==> config.mk <==
export PLATFORM = sky130hd
export DESIGN_NAME = meter_data_block_parser
export DESIGN_NICKNAME = d
export VERILOG_FILES = /design/src/rtl/core/mdbp_pkg.sv /design/src/rtl/core/mdbp_decode.sv /design/src/rtl/core/mdbp_out_reg.sv /design/src/rtl/core/meter_data_block_parser.sv
export SDC_FILE = /design/constraint.sdc
export NUM_CORES = 1
export LEC_CHECK = 0
export ABC_AREA = 1
export CORE_MARGIN = 2
export CORE_UTILIZATION = 45
export DETAILED_ROUTE_END_ITERATION = 8
export DONT_BUFFER_PORTS = 1
export GPL_TIMING_DRIVEN = 0
export HOLD_SLACK_MARGIN = 0.05
export PLACE_DENSITY = 0.63
export SYNTH_ARGS = -nofsm -noshare
export SYNTH_HDL_FRONTEND = slang
export SYNTH_SLANG_ARGS = --single-unit
==> constraint.sdc <==
create_clock -name clk -period 2.7 [get_ports clk]
set_clock_uncertainty 0.2 [all_clocks]
set_input_delay 0.54 -clock clk [delete_from_list [all_inputs] [get_ports clk]]
set_output_delay 0.54 -clock clk [all_outputs]
set_load 0.05 [all_outputs]
==> src/rtl/core/mdbp_pkg.sv <==
// ----------------------------------------------------------------------------
// mdbp_pkg
// Shared types and constants for the meter data block parser.
// ----------------------------------------------------------------------------
package mdbp_pkg;

  // field limits (characters beyond these are dropped)
  localparam int VALUE_CHARS  = 10;
  localparam int UNIT_CHARS   = 5;
  localparam int SERIAL_CHARS = 13;
  localparam int TYPE_CHARS   = 8;
  localparam int ID_CHARS     = 5;

  localparam int ID_LEN_W = 3;
  localparam int POS_W    = 4;
  localparam int SUM_W    = 7;

  localparam logic [7:0] BYTE_STX   = 8'h02;
  localparam logic [7:0] BYTE_ETX   = 8'h03;
  localparam logic [7:0] BYTE_LF    = 8'h0a;
  localparam logic [7:0] BYTE_CR    = 8'h0d;
  localparam logic [7:0] BYTE_SLASH = 8'h2f;
  localparam logic [7:0] BYTE_LPAR  = 8'h28;
  localparam logic [7:0] BYTE_RPAR  = 8'h29;
  localparam logic [7:0] BYTE_STAR  = 8'h2a;
  localparam logic [7:0] BYTE_DOT   = 8'h2e;
  localparam logic [7:0] BYTE_0     = 8'h30;
  localparam logic [7:0] BYTE_1     = 8'h31;
  localparam logic [7:0] BYTE_2     = 8'h32;
  localparam logic [7:0] BYTE_3     = 8'h33;
  localparam logic [7:0] BYTE_6     = 8'h36;
  localparam logic [7:0] BYTE_8     = 8'h38;

  typedef enum logic [2:0] {
    PH_IDLE     = 3'd0,
    PH_TYPE     = 3'd1,
    PH_WAIT_STX = 3'd2,
    PH_ID       = 3'd3,
    PH_VALUE    = 3'd4,
    PH_UNIT     = 3'd5,
    PH_REST     = 3'd6,
    PH_CHECK    = 3'd7
  } phase_t;

  typedef enum logic [2:0] {
    KIND_TYPE   = 3'd0,
    KIND_SERIAL = 3'd1,
    KIND_VALUE  = 3'd2,
    KIND_UNIT   = 3'd3,
    KIND_END    = 3'd4
  } kind_t;

  typedef enum logic [1:0] {
    REG_ENERGY = 2'd0,
    REG_VOLUME = 2'd1,
    REG_HOURS  = 2'd2,
    REG_NONE   = 2'd3
  } reg_sel_t;

  typedef struct packed {
    phase_t              phase;
    logic [SUM_W-1:0]    sum;
    logic [ID_LEN_W-1:0] id_len;
    logic [POS_W-1:0]    pos;
  } parse_state_t;

  typedef struct packed {
    kind_t            kind;
    logic [1:0]       reg_sel;
    logic [POS_W-1:0] index;
    logic [7:0]       value;
    logic [SUM_W-1:0] sum;
    logic             ok;
  } result_t;

endpackage

==> src/rtl/core/mdbp_decode.sv <==
// ----------------------------------------------------------------------------
// mdbp_decode
// Per-byte next-state and result logic of the frame parser.
// ----------------------------------------------------------------------------
module mdbp_decode import mdbp_pkg::*; #(
  parameter int IdChars = ID_CHARS
) (
  input  parse_state_t             cur,
  input  logic [IdChars-1:0][7:0]  id_cur,
  input  logic [7:0]               rx_byte,
  output parse_state_t             nxt,
  output logic [IdChars-1:0][7:0]  id_nxt,
  output result_t                  res,
  output logic                     res_hit
);

  localparam logic [ID_LEN_W-1:0] IdMax  = ID_LEN_W'(IdChars);
  localparam logic [ID_LEN_W-1:0] IdOver = ID_LEN_W'(IdChars + 1);

  logic [4:0][7:0]  id_pad;
  logic             len_ok;
  logic             is_serial;
  reg_sel_t         reg_sel;
  logic [POS_W-1:0] pos_inc;

  // id zero-padded to five characters, wider than any id compared
  always_comb begin
    id_pad = '0;
    for (int i = 0; i < IdChars; i++) begin
      id_pad[i] = id_cur[i];
    end
  end

  assign len_ok    = (cur.id_len <= IdMax);
  assign is_serial = len_ok && (cur.id_len != '0) && (id_pad[0] == BYTE_0);
  assign pos_inc   = (cur.pos == '1) ? cur.pos : cur.pos + POS_W'(1);

  always_comb begin
    reg_sel = REG_NONE;
    if (len_ok && cur.id_len == ID_LEN_W'(3) && id_pad[0] == BYTE_6 &&
        id_pad[1] == BYTE_DOT && id_pad[2] == BYTE_8) begin
      reg_sel = REG_ENERGY;
    end else if (len_ok && cur.id_len == ID_LEN_W'(4) && id_pad[0] == BYTE_6 &&
                 id_pad[1] == BYTE_DOT && id_pad[2] == BYTE_2 &&
                 id_pad[3] == BYTE_6) begin
      reg_sel = REG_VOLUME;
    end else if (len_ok && cur.id_len == ID_LEN_W'(4) && id_pad[0] == BYTE_6 &&
                 id_pad[1] == BYTE_DOT && id_pad[2] == BYTE_3 &&
                 id_pad[3] == BYTE_1) begin
      reg_sel = REG_HOURS;
    end
  end

  always_comb begin
    nxt     = cur;
    id_nxt  = id_cur;
    res     = '0;
    res_hit = 1'b0;
    res.value = rx_byte;
    res.index = cur.pos;

    case (cur.phase)
      PH_IDLE: begin
        if (rx_byte == BYTE_SLASH) begin
          nxt.pos   = '0;
          nxt.phase = PH_TYPE;
        end
      end
      PH_TYPE, PH_WAIT_STX: begin
        if (rx_byte == BYTE_STX) begin
          nxt.sum    = '0;
          id_nxt     = '0;
          nxt.id_len = '0;
          nxt.pos    = '0;
          nxt.phase  = PH_ID;
        end else if (cur.phase == PH_TYPE) begin
          if (rx_byte == BYTE_CR) begin
            nxt.phase = PH_WAIT_STX;
          end else begin
            res.kind = KIND_TYPE;
            res_hit  = (cur.pos < POS_W'(TYPE_CHARS));
            nxt.pos  = pos_inc;
          end
        end
      end
      PH_CHECK: begin
        res.kind  = KIND_END;
        res.index = '0;
        res.sum   = cur.sum;
        res.ok    = (rx_byte == {1'b0, cur.sum});
        res_hit   = 1'b1;
        nxt.phase = PH_IDLE;
      end
      default: begin
        if (rx_byte == BYTE_STX) begin
          nxt.sum    = '0;
          id_nxt     = '0;
          nxt.id_len = '0;
          nxt.pos    = '0;
          nxt.phase  = PH_ID;
        end else begin
          nxt.sum = cur.sum + rx_byte[SUM_W-1:0];
          if (rx_byte == BYTE_ETX) begin
            nxt.phase = PH_CHECK;
          end else if (rx_byte inside {BYTE_CR, BYTE_LF}) begin
            id_nxt     = '0;
            nxt.id_len = '0;
            nxt.pos    = '0;
            nxt.phase  = PH_ID;
          end else begin
            case (cur.phase)
              PH_ID: begin
                if (rx_byte == BYTE_LPAR) begin
                  nxt.pos   = '0;
                  nxt.phase = PH_VALUE;
                end else if (cur.id_len < IdMax) begin
                  for (int i = 0; i < IdChars; i++) begin
                    if (cur.id_len == ID_LEN_W'(i)) begin
                      id_nxt[i] = rx_byte;
                    end
                  end
                  nxt.id_len = cur.id_len + ID_LEN_W'(1);
                end else begin
                  // overlong id: mark it so it matches nothing
                  nxt.id_len = IdOver;
                end
              end
              PH_VALUE: begin
                if (rx_byte == BYTE_RPAR) begin
                  nxt.phase = PH_REST;
                end else if (is_serial) begin
                  res.kind = KIND_SERIAL;
                  res_hit  = (cur.pos < POS_W'(SERIAL_CHARS));
                  nxt.pos  = pos_inc;
                end else if (rx_byte == BYTE_STAR) begin
                  nxt.pos   = '0;
                  nxt.phase = PH_UNIT;
                end else begin
                  res.kind    = KIND_VALUE;
                  res.reg_sel = reg_sel;
                  res_hit     = (reg_sel != REG_NONE) &&
                                (cur.pos < POS_W'(VALUE_CHARS));
                  nxt.pos     = pos_inc;
                end
              end
              PH_UNIT: begin
                if (rx_byte == BYTE_RPAR) begin
                  nxt.phase = PH_REST;
                end else begin
                  res.kind    = KIND_UNIT;
                  res.reg_sel = reg_sel;
                  res_hit     = (reg_sel != REG_NONE) &&
                                (cur.pos < POS_W'(UNIT_CHARS));
                  nxt.pos     = pos_inc;
                end
              end
              default: begin
              end
            endcase
          end
        end
      end
    endcase
  end

endmodule

==> src/rtl/core/mdbp_out_reg.sv <==
// ----------------------------------------------------------------------------
// mdbp_out_reg
// Result register with valid/stall handshake toward the consumer.
// ----------------------------------------------------------------------------
module mdbp_out_reg import mdbp_pkg::*; (
  input  logic    clk,
  input  logic    rst_n,
  input  logic    load,
  input  logic    load_hit,
  input  result_t load_res,
  output logic    busy,
  output logic    out_valid,
  input  logic    out_stall,
  output result_t out_res
);

  logic    valid_r;
  logic    valid_nxt;
  result_t res_r;

  // full and held by the consumer: no room for a new word
  assign busy = valid_r && out_stall;

  always_comb begin
    valid_nxt = valid_r;
    if (load) begin
      valid_nxt = load_hit;
    end else if (!out_stall) begin
      valid_nxt = 1'b0;
    end
  end

  always_ff @(posedge clk) begin
    if (!rst_n) begin
      valid_r <= 1'b0;
    end else begin
      valid_r <= valid_nxt;
    end
  end

  always_ff @(posedge clk) begin
    if (load && load_hit) begin
      res_r <= load_res;
    end
  end

  assign out_valid = valid_r;
  assign out_res   = res_r;

endmodule

==> src/rtl/core/meter_data_block_parser.sv <==
// ----------------------------------------------------------------------------
// meter_data_block_parser - readout frame byte parser
// Output: a result word is registered and valid in the cycle after its byte is taken.
// Throughput: one byte per cycle while no full output word is held by out_stall.
// Reset: synchronous, active low; parser idle waiting for '/', output empty.
// ----------------------------------------------------------------------------
module meter_data_block_parser import mdbp_pkg::*; #(
  parameter int IdChars = ID_CHARS
) (
  input  logic                clk,
  input  logic                rst_n,
  input  logic                in_valid,
  output logic                in_stall,
  input  logic [7:0]          in_rx_byte,
  output logic                out_valid,
  input  logic                out_stall,
  output logic [2:0]          out_item_kind,
  output logic [1:0]          out_register_select,
  output logic [POS_W-1:0]    out_char_index,
  output logic [7:0]          out_char_value,
  output logic [SUM_W-1:0]    out_check_sum,
  output logic                out_check_ok
);

  parse_state_t            state_r;
  parse_state_t            state_nxt;
  logic [IdChars-1:0][7:0] id_text_r;
  logic [IdChars-1:0][7:0] id_text_nxt;
  result_t                 res;
  logic                    res_hit;
  result_t                 out_res;
  logic                    busy;
  logic                    in_acc;

  assign in_stall = busy;
  assign in_acc   = in_valid && !busy;

  mdbp_decode #(
    .IdChars (IdChars)
  ) u_decode (
    .cur     (state_r),
    .id_cur  (id_text_r),
    .rx_byte (in_rx_byte),
    .nxt     (state_nxt),
    .id_nxt  (id_text_nxt),
    .res     (res),
    .res_hit (res_hit)
  );

  always_ff @(posedge clk) begin
    if (!rst_n) begin
      state_r   <= '{phase: PH_IDLE, sum: '0, id_len: '0, pos: '0};
      id_text_r <= '0;
    end else if (in_acc) begin
      state_r   <= state_nxt;
      id_text_r <= id_text_nxt;
    end
  end

  mdbp_out_reg u_out_reg (
    .clk       (clk),
    .rst_n     (rst_n),
    .load      (in_acc),
    .load_hit  (res_hit),
    .load_res  (res),
    .busy      (busy),
    .out_valid (out_valid),
    .out_stall (out_stall),
    .out_res   (out_res)
  );

  assign out_item_kind       = out_res.kind;
  assign out_register_select = out_res.reg_sel;
  assign out_char_index      = out_res.index;
  assign out_char_value      = out_res.value;
  assign out_check_sum       = out_res.sum;
  assign out_check_ok        = out_res.ok;

endmodule

Yosys cells after proc, flatten, opt, wreduce, memory -nomap -nowiden
Cells that the tools add are included.
{ "word_totals": {"in_bits": 12, "out_inout_bits": 27, "regBits": 75} }
{ "op_classes": {"n_bitwise": 2, "reduce_logical": 43, "n_addsub": 3, "n_lt_le_gt_ge": 6, "eq_ne": 45, "muxes": 72} }
{ "ops": {"columns": ["operator", "n"], "rows": [
  ["32-bit 2-to-1 mux", 7],
  ["8-bit by 6-bit equality test with 1-bit output, second input constant", 12],
  ["32-bit one-hot mux with 2 select lines", 1],
  ["4-bit 2-to-1 mux", 12],
  ["3-bit 2-to-1 mux", 15],
  ["8-bit 2-to-1 mux", 4],
  ["8-bit AND reduction", 4],
  ["4-bit one-hot mux with 3 select lines", 2],
  ["3-bit nonzero test", 7],
  ["5-bit 2-to-1 mux", 4],
  ["10-bit one-hot mux with 2 select lines", 1],
  ["1-bit logical AND", 18],
  ["3-bit one-hot mux with 3 select lines", 2],
  ["17-bit 2-to-1 mux", 1],
  ["8-bit by 2-bit equality test with 1-bit output, second input constant", 2],
  ["8-bit by 4-bit equality test with 1-bit output, second input constant", 2],
  ["8-bit by 1-bit != test with 1-bit output, second input constant", 2],
  ["7-bit 2-to-1 mux", 2],
  ["1-bit 2-to-1 mux", 13],
  ["3-bit by 2-bit equality test with 1-bit output, second input constant", 4],
  ["3-bit equality test, second input constant", 4],
  ["4-bit less-than comparator, second input constant", 3],
  ["6-bit by 4-bit != test with 1-bit output, second input constant", 2],
  ["10-bit 2-to-1 mux", 1],
  ["35 further kinds", 46]
]} }

Depth between registers and ports, before layout
Gate-level depths: netlist of the first run.
{ "logic_depth": {"depth_word": 20, "mapped_depth": 15, "ltp_nobuf": 15} }

Hierarchy
From an unflattened synthesis of the first run, not the netlist that was laid out.
{ "hier_totals": {"hier_cells": 933, "area_unflattened_um2": 5741.8} }
{ "modules_own_cells": {"columns": ["module", "area_per_inst_um2", "cells_per_inst", "instances"], "rows": [
  ["mdbp_decode", 2517.4, 530, 1],
  ["meter_data_block_parser", 2412.3, 369, 1],
  ["mdbp_out_reg", 812.0, 34, 1]
]} }

Worst setup path before layout of the first run
OpenSTA, ideal clock, no wires.
{ "synth_path": {"kind": "input port to flip-flop", "startpoint": "input in_rx_byte[4]", "endpoint": "register u_out_reg.res_r (netlist bit u_out_reg.out_res[0]) (enable)", "cell_stages": 12, "path_slack_ns": 0.109, "arrival_time_ns": 2.011, "setup_ns": 0.380, "path_cell_list": "inv_1 nand3_2 inv_4 nand3_2 nand2_8 nor2_8 nand2_1 nor2_2 nand2_1 nand2_1 nand2_1 inv_1"} }
{ "synth_via": {"elab_chain_cells": 10, "elab_cells_between_ends": 20} }
{ "synth_lines": {"columns": ["item", "line_no", "text"], "rows": [
  ["start, declared", "meter_data_block_parser.sv:14", "input logic [7:0] in_rx_byte,"],
  ["8-bit by 6-bit equality test with 1-bit output", "mdbp_decode.sv:135", "end else if (rx_byte == BYTE_STAR) begin"],
  ["1-bit 2-to-1 mux", "mdbp_decode.sv:135", null],
  ["1-bit 2-to-1 mux", "mdbp_decode.sv:131", "end else if (is_serial) begin"],
  ["1-bit 2-to-1 mux", "mdbp_decode.sv:129", "if (rx_byte == BYTE_RPAR) begin"],
  ["1-bit one-hot mux with 2 select lines", "mdbp_decode.sv:111", "case (cur.phase)"],
  ["1-bit 2-to-1 mux", "mdbp_decode.sv:105", "end else if (rx_byte inside {BYTE_CR, BYTE_LF}) begin"],
  ["1-bit 2-to-1 mux", "mdbp_decode.sv:103", "if (rx_byte == BYTE_ETX) begin"],
  ["1-bit 2-to-1 mux", "mdbp_decode.sv:95", "if (rx_byte == BYTE_STX) begin"],
  ["1-bit one-hot mux with 3 select lines *", "mdbp_decode.sv:62", "case (cur.phase)"],
  ["1-bit logical AND *", "mdbp_out_reg.sv:42", "if (load && load_hit) begin"],
  ["end signal, assigned", "mdbp_out_reg.sv:43", "res_r <= load_res;"],
  ["end, declared", "mdbp_out_reg.sv:19", "result_t res_r;"]
]} }
Every way passes the cells marked *; elsewhere a longest branch is shown, timed or not.
A chain may end at the register's enable or synchronous reset.

Worst setup path in the final report of the first run
{ "layout_path": {"startpoint": "register state_r[5] (netlist bit)", "endpoint": "register u_out_reg.res_r (netlist bit u_out_reg.out_res[10]) (enable)"} }
{ "layout_via": {"elab_chain_cells": 20, "elab_cells_between_ends": 33} }
{ "layout_lines": {"columns": ["item", "line_no", "text"], "rows": [
  ["start, declared", "meter_data_block_parser.sv:25", "parse_state_t state_r;"],
  ["start signal, assigned", "meter_data_block_parser.sv:52", "state_r <= '{phase: PH_IDLE, sum: '0, id_len: '0, pos: '0};"],
  ["start signal, assigned", "meter_data_block_parser.sv:55", "state_r <= state_nxt;"],
  ["3-bit less-or-equal comparator or 3-bit equality test (tied branches)", "mdbp_decode.sv:34, mdbp_decode.sv:43, mdbp_decode.sv:47", null],
  ["1-bit logical AND (3 in a row)", "mdbp_decode.sv:43, mdbp_decode.sv:47", null],
  ["1-bit logical AND (2 in a row)", "mdbp_decode.sv:48", "id_pad[1] == BYTE_DOT && id_pad[2] == BYTE_3 &&"],
  ["1-bit 2-to-1 mux", "mdbp_decode.sv:47", "end else if (len_ok && cur.id_len == ID_LEN_W'(4) && id_pad[0] == BYTE_6 &&"],
  ["2-bit 2-to-1 mux", "mdbp_decode.sv:43", "end else if (len_ok && cur.id_len == ID_LEN_W'(4) && id_pad[0] == BYTE_6 &&"],
  ["2-bit 2-to-1 mux", "mdbp_decode.sv:40", "if (len_ok && cur.id_len == ID_LEN_W'(3) && id_pad[0] == BYTE_6 &&"],
  ["2-bit != test", "mdbp_decode.sv:141, mdbp_decode.sv:152", null],
  ["1-bit logical AND", "mdbp_decode.sv:141", "res_hit = (reg_sel != REG_NONE) &&"],
  ["1-bit 2-to-1 mux", "mdbp_decode.sv:135", null],
  ["1-bit 2-to-1 mux", "mdbp_decode.sv:131", null],
  ["1-bit 2-to-1 mux", "mdbp_decode.sv:129", null],
  ["1-bit one-hot mux with 2 select lines *", "mdbp_decode.sv:111", null],
  ["1-bit 2-to-1 mux *", "mdbp_decode.sv:105", null],
  ["1-bit 2-to-1 mux *", "mdbp_decode.sv:103", null],
  ["1-bit 2-to-1 mux *", "mdbp_decode.sv:95", null],
  ["1-bit one-hot mux with 3 select lines *", "mdbp_decode.sv:62", null],
  ["1-bit logical AND *", "mdbp_out_reg.sv:42", null]
]} }
Marks and branches as above.

==> flow_summary.json, run 1 <==
{
  "critical_path_class": "register to register",
  "cp_max_fo": 7,
  "setup.worst_path.end_class": "register",
  "setup_viol": 0,
  "grt_max_degree": 15,
  "slew_violations": 0,
  "relSlewSlack_pct": 54.3,
  "multiInputGateArea_um2": 2110,
  "cts_buffers": 9,
  "internal_power_mw": 1.94,
  "place_congestion": 0.906,
  "cts_tree": "done",
  "nets": 614,
  "crit_path_start_kind": "register",
  "max-cap-violations": 0,
  "hp-start": "in_rx_byte[2]",
  "antenna_found_initial": 0,
  "met3_usage_pct": 4.14,
  "min_period_over_period_pct": 91.1,
  "wl_per_cell_um": 13.9,
  "grt_util_met2_pct": 34.7,
  "dr.pass1.iters": 6,
  "rr_startpoint": "state_r[5]",
  "setup_ws_ns": 0.242,
  "synth_cells": 567,
  "root_buffer": "clkbuf_8",
  "hold_class": "input pin to register",
  "regArea_um2": 1750,
  "yosysUniqueCellTypes": 42,
  "core-area_um2": 9200,
  "drt_iter0_drc": 147,
  "hold_depth": 0,
  "place_ws_ns": -0.405,
  "max_freq_mhz": 407,
  "fin_setup_tns_ns": 0,
  "viasPerCell": 5.10,
  "p_sw_mw": 1.27,
  "syn_area_um2": 4250,
  "dp_hpwl_mm": 7.32,
  "worstPathRequired_ns": 2.57,
  "grt_pass1_vias": 3341,
  "drive_gt1_share_pct": 14.5,
  "drtAntennaViolNets": 0,
  "leakage_nw": 2.07,
  "grt_first_pass_wirelength_mm": 16.2,
  "syn_area_per_cell_um2": 7.50,
  "r2r_slack_ns": 0.24,
  "status": "finished clean",
  "p_clk_share_pct": 27.2,
  "power.ir.vdd_worst_uv": 285,
  "drc_errors": 0,
  "rsz0062_at_grt": "false",
  "switching_share_pct": 39.5,
  "worstHoldEndpoint": "u_out_reg.out_res[10]",
  "cp.arrival_ns": 2.33,
  "totalWireLength_mm": 9.78,
  "cts_sinks": 75,
  "ys_warn_count": 0,
  "synthToLayoutAreaGrowth_pct": 10.3,
  "ios": 39,
  "slowest_stage": "dfxtp_2",
  "cts_max_path_buffers": 2,
  "start_util_pct": 46.2,
  "crit_top_cell": "nand2_1",
  "ys_seq_area_share_pct": 41.2,
  "cp_cell_sequence": "ha_1 > ha_1 > nand3_1 > nand3b_1 > nor2_1 > nand2_1 > nand3_1 > nand2_1 > nand2_1 > nand2_1 > nand2_1 > nand2_2 > clkinvlp_4 > buf_4",
  "die_x_um": 101,
  "p_comb_share_pct": 25.3,
  "grt-busiest-layer": "met2",
  "n_fill_cell": 912,
  "via_count": 3587,
  "grt_use_total_pct": 20.6,
  "finalCoreUtilization_pct": 51.0,
  "synth_seq_cells": 75,
  "die-area_um2": 10200,
  "power.density_nw_per_um2": 684,
  "ff2ff_path_depth": 14,
  "period_minus_slack_ns": 2.46,
  "gr-total-overflow": 0,
  "timing.hold.ws_ns": 0.0762,
  "h-tree-depth": 3,
  "num_rows": 35,
  "max_stage_delay_ns": 0.36,
  "clk_latency_ns": 0.36,
  "postSynthNetCount": 593,
  "r2r_end": "u_out_reg.out_res[10]",
  "timing_hold_violations_final": 0,
  "tightest_slew_ns": 0.686,
  "antenna_cells": 0,
  "seq_power_share_pct": 47.5,
  "met1_usage_pct": 26.1,
  "die_y_um": 101,
  "portBuffers": 0,
  "cts.clk_slew.worst_paths_ns": 0.08
}
[power by group through the flow]
stage | clock (mW) | sequential (mW) | combinational [mW]
after floorplan | 0 | 1.54 | 0.603
after CTS | 0.893 | 1.52 | 0.795
final | 0.872 | 1.52 | 0.811
after detailed placement | 0 | 1.55 | 0.764
after global placement | 0 | 1.55 | 0.760
after global routing | 0.933 | 1.54 | 0.905
[kinds of logic after synthesis]
kind of cell	Yosys count	synth area share, %
fa+ha+maj	14	4.30
flops	75	41.2
xor+xnor	3	0.618
compound gates	84	11.3
buf+inv	99	9.30
simple gates	292	33.3
[worst max path at each step]
| stage | from | endpoint | slack, ns | cells after the start |
|---|---|---|---|---|
| floorplan | in_rx_byte[4] | u_out_reg.out_res[0] | 0.11 | 12 |
| global route | state_r[4] | u_out_reg.out_res[20] | 0.002 | 15 |
| CTS | state_r[4] | u_out_reg.out_res[18] | 0.008 | 14 |
| finish | state_r[5] | u_out_reg.out_res[10] | 0.24 | 14 |
| detailed placement | in_rx_byte[4] | u_out_reg.out_res[11] | -0.40 | 12 |
| global placement | in_rx_byte[4] | u_out_reg.out_res[9] | -0.37 | 12 |
[final cells by class]
| type | count | area share (%) |
|---|---|---|
| Buffer | 7 | 0.800 |
| Sequential cell | 75 | 37.4 |
| Timing Repair inverter | 2 | 0.320 |
| Inverter | 92 | 7.71 |
| Tap cell | 111 | 2.96 |
| Clock inverter | 4 | 0.667 |
| Clock buffer | 12 | 3.55 |
| Multi-Input combinational cell | 393 | 45.1 |
| Timing Repair Buffer | 8 | 1.55 |
[repair_timing]
item,CTS,global route
buffers inserted,2,1
endpoints found under the hold margin,0,5
hold buffers,0,5
resized for setup,2,6
endpoints found under the setup margin,25,25
cloned,1,1
[synthesized netlist by cell type, drive strengths merged]
library cell  instances  share of area, %
nand3b                2              0.35
inv                  91               8.3
o31ai                 1              0.18
a21boi                1              0.18
clkbuf                5              0.44
a211oi                1              0.18
nand4                 6              0.88
a31oi                 2              0.29
ha                   13               3.8
edfxtp               25                18
xor2                  3              0.62
nand3                26               3.9
or2                   2              0.29
nor3                 11               1.4
nor2                110                13
buf                   2              0.44
and3                  1              0.15
o21bai                1              0.18
a21oi                39               5.4
o21ai                35               4.1
nand2               134                13
o211ai                3              0.65
clkinv                1             0.088
fa                    1              0.47
a21o                  1              0.18
dfxtp                50                24
[sequential cells by signal (all words and copies together) (netlist names)]
| register | flops |
|---|---|
| id_text_r | 32 |
| state_r | 17 |
| u_out_reg.out_res | 25 |
| u_out_reg.out_valid | 1 |
[routing by layer]
layer  up-vias  wire length, um
met5         -                0
met4         0              160
met3        14              433
met2        87             4790
met1      1634             4400
li1       1852                -
[metrics by stage]
| stage | total power [mW] | area, um2 | cells |
|---|---|---|---|
| after detailed placement | 2.32 | 4390 | 678 |
| after CTS | 3.21 | 4620 | 697 |
| after floorplan | 2.14 | 4250 | 567 |
| after global placement | 2.31 | 4390 | 678 |
| final | 3.21 | 4690 | 704 |
| after global routing | 3.37 | 4690 | 704 |
[worst max-delay path: cells and delay by family (launching register included)]
family | cells | cell delay, ns
adders and majority gates | 2 | 0.35
buffers and inverters | 2 | 0.28
DFF | 1 | 0.36
and+or+nand+nor | 10 | 0.98
[cells in the final DEF, fill, tap and decap left out, types with 6 or more instances in the layout]
| cell | Yosys | layout |
|---|---|---|
| nand2_1 | 123 | 122 |
| nor2_1 | 95 | 93 |
| inv_1 | 74 | 73 |
| dfxtp_1 | 50 | 48 |
| a21oi_1 | 32 | 32 |
| edfxtp_1 | 25 | 25 |
| nand3_1 | 22 | 22 |
| o21ai_0 | 20 | 20 |
| o21ai_1 | 15 | 15 |
| ha_1 | 13 | 13 |
| inv_2 | 12 | 12 |
| nor3_1 | 10 | 10 |
| clkbuf_8 | 0 | 10 |
| nor2_4 | 6 | 6 |
| nand2_2 | 5 | 6 |
| nor2_2 | 4 | 6 |
| nand4_1 | 6 | 6 |
| clkbuf_1 | 5 | 6 |
| a21oi_2 | 6 | 6 |
Note: power is estimated with default switching activity, not from simulation.
==> inputs of run 2 (changes only) <==
ABC_AREA = not set   (was 1)
==> run 2 against run 1 <==
Net effect: via count fell by 6.6%; combinational power fell by 71%; critical path depth is 5 lower; first-iteration DRC count rose by 110%; sequential cell count unchanged; worst hold slack worse by 0.0079 ns; clock power rose by 18%; critical endpoint unchanged.
==> flow_summary.json, run 2 <==
{
  "yosysMostFrequentCell": "nand2_1",
  "crit_path_start_kind": "register",
  "max-cap-violations": 0,
  "p_sw_uw": 650,
  "period_minus_slack_ns": 2.65,
  "cts_max_path_buffers": 2,
  "drc_errors": 0,
  "synthToLayoutAreaGrowth_pct": 16.0,
  "tightest_slew_ns": 0.747,
  "synth_seq_cells": 75,
  "drive_gt1_share_pct": 16.2,
  "timing.hold.ws_ns": 0.0683,
  "setup_viol": 0,
  "worstPathRequired_ns": 2.59,
  "synthTopCellsByArea": "dfxtp_1 (25%), edfxtp_1 (19%), mux2i_1 (8.2%)",
  "leakage_nw": 1.91,
  "worstHoldEndpoint": "u_out_reg.out_res[9]",
  "synth_edf_count": 25,
  "core-area_um2": 8720,
  "final_cell_mix": "nand2_1 (67), dfxtp_1 (47), mux2i_1 (33), edfxtp_1 (25), nor2_1 (24)",
  "nets": 473,
  "drt_iter0_drc": 302,
  "hp-start": "in_rx_byte[1]",
  "place_inst": 532,
  "internal_power_mw": 1.84,
  "grt_first_pass_wirelength_mm": 16.7,
  "viasPerCell": 5.98,
  "ys_warn_count": 0,
  "min_period_over_period_pct": 98.0,
  "power.ir.vdd_worst_uv": 320,
  "cts.clk_slew.worst_paths_ns": 0.09,
  "wl_per_cell_um": 18.4,
  "relSlewSlack_pct": 49.8,
  "start_util_pct": 46.3,
  "grt_max_degree": 15,
  "p_comb_share_pct": 9.3,
  "rsz0062_at_grt": "false",
  "cp_max_fo": 4,
  "place_congestion": 1.04,
  "cts_buffers": 9,
  "clk_latency_ns": 0.36,
  "num_rows": 34,
  "fin_setup_tns_ns": 0,
  "layout_commonest_cell": "nand2_1",
  "die_y_um": 98.7,
  "r2r_end": "u_out_reg.out_res[10]",
  "cts_tree": "done",
  "seq_power_share_pct": 49.4,
  "yosysUniqueCellTypes": 71,
  "r2r_slack_ns": 0.05,
  "power.density_nw_per_um2": 531,
  "portBuffers": 0,
  "setup_ws_ns": 0.0541,
  "place_area_um2": 4200,
  "p_total_mw": 2.49,
  "hold_class": "input pin to register",
  "switching_share_pct": 26.2,
  "slew_violations": 0,
  "root_buffer": "clkbuf_8",
  "postSynthNetCount": 450,
  "fin_area_um2": 4680,
  "setup.worst_path.end_class": "register",
  "critical_path_class": "register to register",
  "ff2ff_path_depth": 9,
  "antenna_cells": 0,
  "largest_register": "id_text_r",
  "via_count": 3350,
  "largest_reg_flops": 32,
  "max_freq_mhz": 378,
  "totalWireLength_mm": 10.3,
  "rr_startpoint": "state_r[1]",
  "ys_seq_area_share_pct": 43.4,
  "syn_area_um2": 4040,
  "hold_depth": 0,
  "timing_hold_violations_final": 0,
  "grt_pass1_vias": 3147,
  "dr.pass1.iters": 5,
  "die_x_um": 98.7,
  "dp_hpwl_mm": 7.31,
  "p_clk_share_pct": 41.3,
  "status": "finished clean",
  "synth_ff_type": "dfxtp_1",
  "die-area_um2": 9740,
  "finalCoreUtilization_pct": 53.7,
  "synthTopCellsByCount": "nand2_1 (67), dfxtp_1 (50), mux2i_1 (33)",
  "ios": 39,
  "drtAntennaViolNets": 0,
  "antenna_found_initial": 0,
  "cts_sinks": 75,
  "final_cells": 560,
  "synth_top_area_share_pct": 24.8,
  "cts_hold_buffers": 0,
  "syn_area_per_cell_um2": 9.52,
  "synth_cells": 424,
  "grt_use_total_pct": 21.9,
  "cp.arrival_ns": 2.54,
  "place_ws_ns": -0.442,
  "h-tree-depth": 3,
  "gr-total-overflow": 0,
  "yosysTopAreaCell": "dfxtp_1",
  "synthArstFlopShare_pct": 0
}
run 2: changes by cell type in the layout (fill, tap and decap cells not counted), sizes merged, moves of 19 or more:
cell	before	now
inv	91	20
nor2	110	26
a21oi	39	17
mux2i	0	33
o21ai	35	8
nand3	26	7
nand2	134	70
run 2: timing repair:
action	CTS	global route
gates cloned	2	0
endpoints found under the setup margin	25	43
gates resized for setup	13	15
buffers inserted	10	1
hold endpoints to repair	0	0
pin swaps	7	3
run 2: cells by family (layout without fill, tap and decap cells):
group,after synthesis,after routing,share of synthesized area (%)
muxes,33,33,8.18
and+or+nand+nor,172,173,22.5
xor gates and xnor gates,8,8,1.74
buffers and inverters,37,64,3.56
DFF,75,75,43.4
AOI/OAI and AO/OA,85,85,16.1
adders and majority gates,14,14,4.53
run 2: final cells by class:
| type | instances | area (um2) |
|---|---|---|
| Fill cell | 772 | 4040 |
| Tap cell | 108 | 135 |
| Clock buffer | 12 | 188 |
| Timing Repair Buffer | 12 | 144 |
| Sequential cell | 75 | 1760 |
| Clock inverter | 4 | 56.3 |
| Buffer | 19 | 82.6 |
| Inverter | 17 | 63.8 |
| Multi-Input combinational cell | 313 | 2250 |
run 2: per-layer routing:
metal	GRT usage (%)	vias up	routed length (um)
met5	0	-	0
met4	7.17	0	240
met3	4.96	27	595
met2	34.7	140	4730
met1	29.9	1578	4760
li1	-	1605	-
run 2: worst max-delay path, stage by stage (launching register included):
cell and delay [ns]:
dfxtp_1 0.34, inv_1 0.11, ha_1 0.15, inv_1 0.06, a311o_1 0.31, nor4_4 0.40, a21o_1 0.22, a31oi_4 0.15
nor2_4 0.16, bufbuf_16 0.28
run 2: power by group through the flow:
stage	Clock [mW]	Sequential, mW	Combinational [mW]
2_1_floorplan	0	1.25	0.148
3_3_place_gp	0	1.25	0.197
3_5_place_dp	0	1.25	0.198
4_1_cts	1.03	1.23	0.221
5_1_grt	1.08	1.23	0.250
6_report	1.03	1.23	0.232
run 2: worst max-delay path by stage:
stage / from / to / slack [ns]
6_report: state_r[1] / u_out_reg.out_res[10] / 0.05
5_1_grt: state_r[1] / u_out_reg.out_res[22] / 0.004
4_1_cts: state_r[4] / u_out_reg.out_res[10] / -0.01
3_5_place_dp: in_rx_byte[3] / u_out_reg.out_res[21] / -0.44
3_3_place_gp: in_rx_byte[3] / u_out_reg.out_res[21] / -0.44
2_1_floorplan: in_rx_byte[3] / u_out_reg.out_res[0] / 0.02
==> inputs of run 3 (changes only) <==
==> constraint.sdc (replaced) <==
create_clock -name clk -period 2.7 [get_ports clk]
set_clock_uncertainty 0.2 [all_clocks]
set_input_delay 0.405 -clock clk [delete_from_list [all_inputs] [get_ports clk]]
set_output_delay 0.405 -clock clk [all_outputs]
set_load 0.05 [all_outputs]
==> run 3 against run 2 <==
Net effect: global-route usage is 0.40 points higher; utilization is 0.70 points lower; sequential cell count stayed put; sequential share of layout area is 0.42 points higher; sequential power hardly changed; critical path depth stayed put; cell area is 1.3% lower; non-clock buffer count is 3 higher; maximum frequency is 0.67% higher; cell count is 0.54% higher.
==> flow_summary.json, run 3 (synthesis gave the netlist of run 2 again) <==
{
  "drc_errors": 0,
  "power.density_nw_per_um2": 524,
  "portBuffers": 0,
  "ff2ff_path_depth": 9,
  "clk_latency_ns": 0.37,
  "totalWireLength_mm": 10.4,
  "r2r_end": "u_out_reg.out_res[6]",
  "h-tree-depth": 3,
  "drtAntennaViolNets": 0,
  "grt_use_total_pct": 22.3,
  "start_util_pct": 46.3,
  "hold_depth": 2,
  "cts_buffers": 9,
  "grt_pass1_vias": 3174,
  "root_buffer": "clkbuf_8",
  "dr.pass1.iters": 4,
  "leakage_nw": 1.88,
  "via_count": 3317,
  "setup_viol": 0,
  "cts.clk_slew.worst_paths_ns": 0.08,
  "rsz0062_at_grt": "false",
  "cp_max_fo": 12,
  "crit_family": "compound AO/OA/AOI/OAI gates",
  "n_fill_cell": 783,
  "die_y_um": 98.7,
  "crit_start": "state_r[5]",
  "antenna_cells": 0,
  "multiInputGateArea_um2": 2210,
  "num_rows": 34,
  "drive_gt1_share_pct": 11.6,
  "r2r_slack_ns": 0.07,
  "fin_setup_tns_ns": 0,
  "max-cap-violations": 0,
  "drt_iter0_drc": 249,
  "crit_path_end": "u_out_reg.out_res[6]",
  "core-area_um2": 8720,
  "antenna_found_initial": 0,
  "gr-total-overflow": 0,
  "dp_hpwl_mm": 7.37,
  "ios": 39,
  "die_x_um": 98.7,
  "slowest_stage": "dfxtp_2",
  "largest_reg_flops": 32,
  "largest_register": "id_text_r",
  "nets": 476,
  "cts_tree": "done",
  "cts_max_path_buffers": 2,
  "grt_first_pass_wirelength_mm": 16.8,
  "cp_cell_sequence": "inv_1 > ha_1 > nor2b_4 > a2111o_1 > nor4_4 > a21o_1 > a31oi_4 > nor2_4 > buf_12",
  "grt_max_degree": 16,
  "die-area_um2": 9740,
  "cts_sinks": 75,
  "crit_path_start_kind": "register",
  "status": "finished clean",
  "wl_per_cell_um": 18.4,
  "cp.arrival_ns": 2.50,
  "min_period_over_period_pct": 97.3,
  "synthToLayoutAreaGrowth_pct": 14.5,
  "timing.hold.ws_ns": 0.0673,
  "period_minus_slack_ns": 2.63,
  "critical_path_class": "register to register",
  "worstPathRequired_ns": 2.58,
  "p_total_mw": 2.42,
  "max_freq_mhz": 380,
  "crit_buf_inv": 2,
  "viasPerCell": 5.89,
  "layout_commonest_cell": "nand2_1",
  "max_stage_delay_ns": 0.38,
  "place_congestion": 0.924,
  "tightest_slew_ns": 0.763,
  "hold_class": "input pin to register",
  "rr_startpoint": "state_r[5]",
  "setup.worst_path.end_class": "register",
  "power.ir.vdd_worst_uv": 247,
  "crit_cells": 9,
  "slew_violations": 0,
  "regArea_um2": 1760,
  "relSlewSlack_pct": 48.7,
  "final_cell_mix": "nand2_1 (67), dfxtp_1 (48), mux2i_1 (33), edfxtp_1 (25), nor2_1 (24)",
  "timing_hold_violations_final": 0
}
## run 3: cell count changes in the layout (fill, tap and decap cells not counted), moves of 2 or more
| cell | before | now |
|---|---|---|
| dlygate4sd3_1 | 0 | 9 |
| ha_2 | 2 | 0 |
| clkbuf_1 | 8 | 11 |
| ha_1 | 11 | 13 |
| inv_1 | 15 | 17 |
| inv_2 | 2 | 0 |
| buf_4 | 8 | 2 |
## run 3: worst register-to-register path: cells and delay by family, from the launching register on
kind                     cells  cell delay [ns]
AND/OR/NAND/NOR              3             0.65
buffers and inverters        2             0.22
flip-flops                   1             0.38
adder cells (fa/ha/maj)      1             0.21
AO/OA/AOI/OAI                3             0.68
## run 3: worst min path at each step
stage	start	end	slack, ns
after floorplan	id_text_r[30]	id_text_r[30]	0.23
after global placement	id_text_r[8]	id_text_r[8]	0.24
after detailed placement	id_text_r[30]	id_text_r[30]	0.25
after CTS	out_stall	u_out_reg.out_valid	0.05
after global routing	out_stall	u_out_reg.out_valid	0.08
final	out_stall	u_out_reg.out_valid	0.07
## run 3: layout make-up
cell class	instances	share of cell area, %
timing repair buffer	14	3.19
clock inverter	6	1.60
multi-input combinational	313	47.9
clock buffer	10	3.22
sequential	75	38.0
inverter	17	1.38
buffer	20	1.81
tap	108	2.92
## run 3: power breakdown
group | leakage, nW | switching (mW) | internal, mW
registers | 0.634 | 0.0449 | 1.18
clock network | 0.115 | 0.469 | 0.500
logic | 1.13 | 0.152 | 0.0789
## run 3: metal layers
layer,global-route usage (%),vias to the layer above,part of all wire [%]
met1,30.6,1586,46
met4,9.06,0,2.2
met5,0,-,0
li1,-,1609,-
met2,34.1,101,46
met3,5.46,21,5.6
## run 3: timing repair
item / 4_1_cts / 5_1_grt
resized for setup: 4 / 15
hold endpoints to repair: 9 / 0
setup endpoints to repair: 25 / 49
pin swaps: 2 / 4
gates cloned: 1 / 0
hold buffers: 9 / 0
setup buffers: 4 / 1
## run 3: per-stage QoR
stage | instances | util, % | setup slack (ns) | instance area (um2)
4_1_cts | 562 | 52.5 | 0.00299 | 4580
3_3_place_gp | 532 | 48.0 | -0.416 | 4190
6_report | 563 | 53.0 | 0.0717 | 4620
2_1_floorplan | 424 | - | 0.0157 | 4050
3_5_place_dp | 532 | 48.0 | -0.399 | 4190
5_1_grt | 563 | 53.0 | 0.000804 | 4620
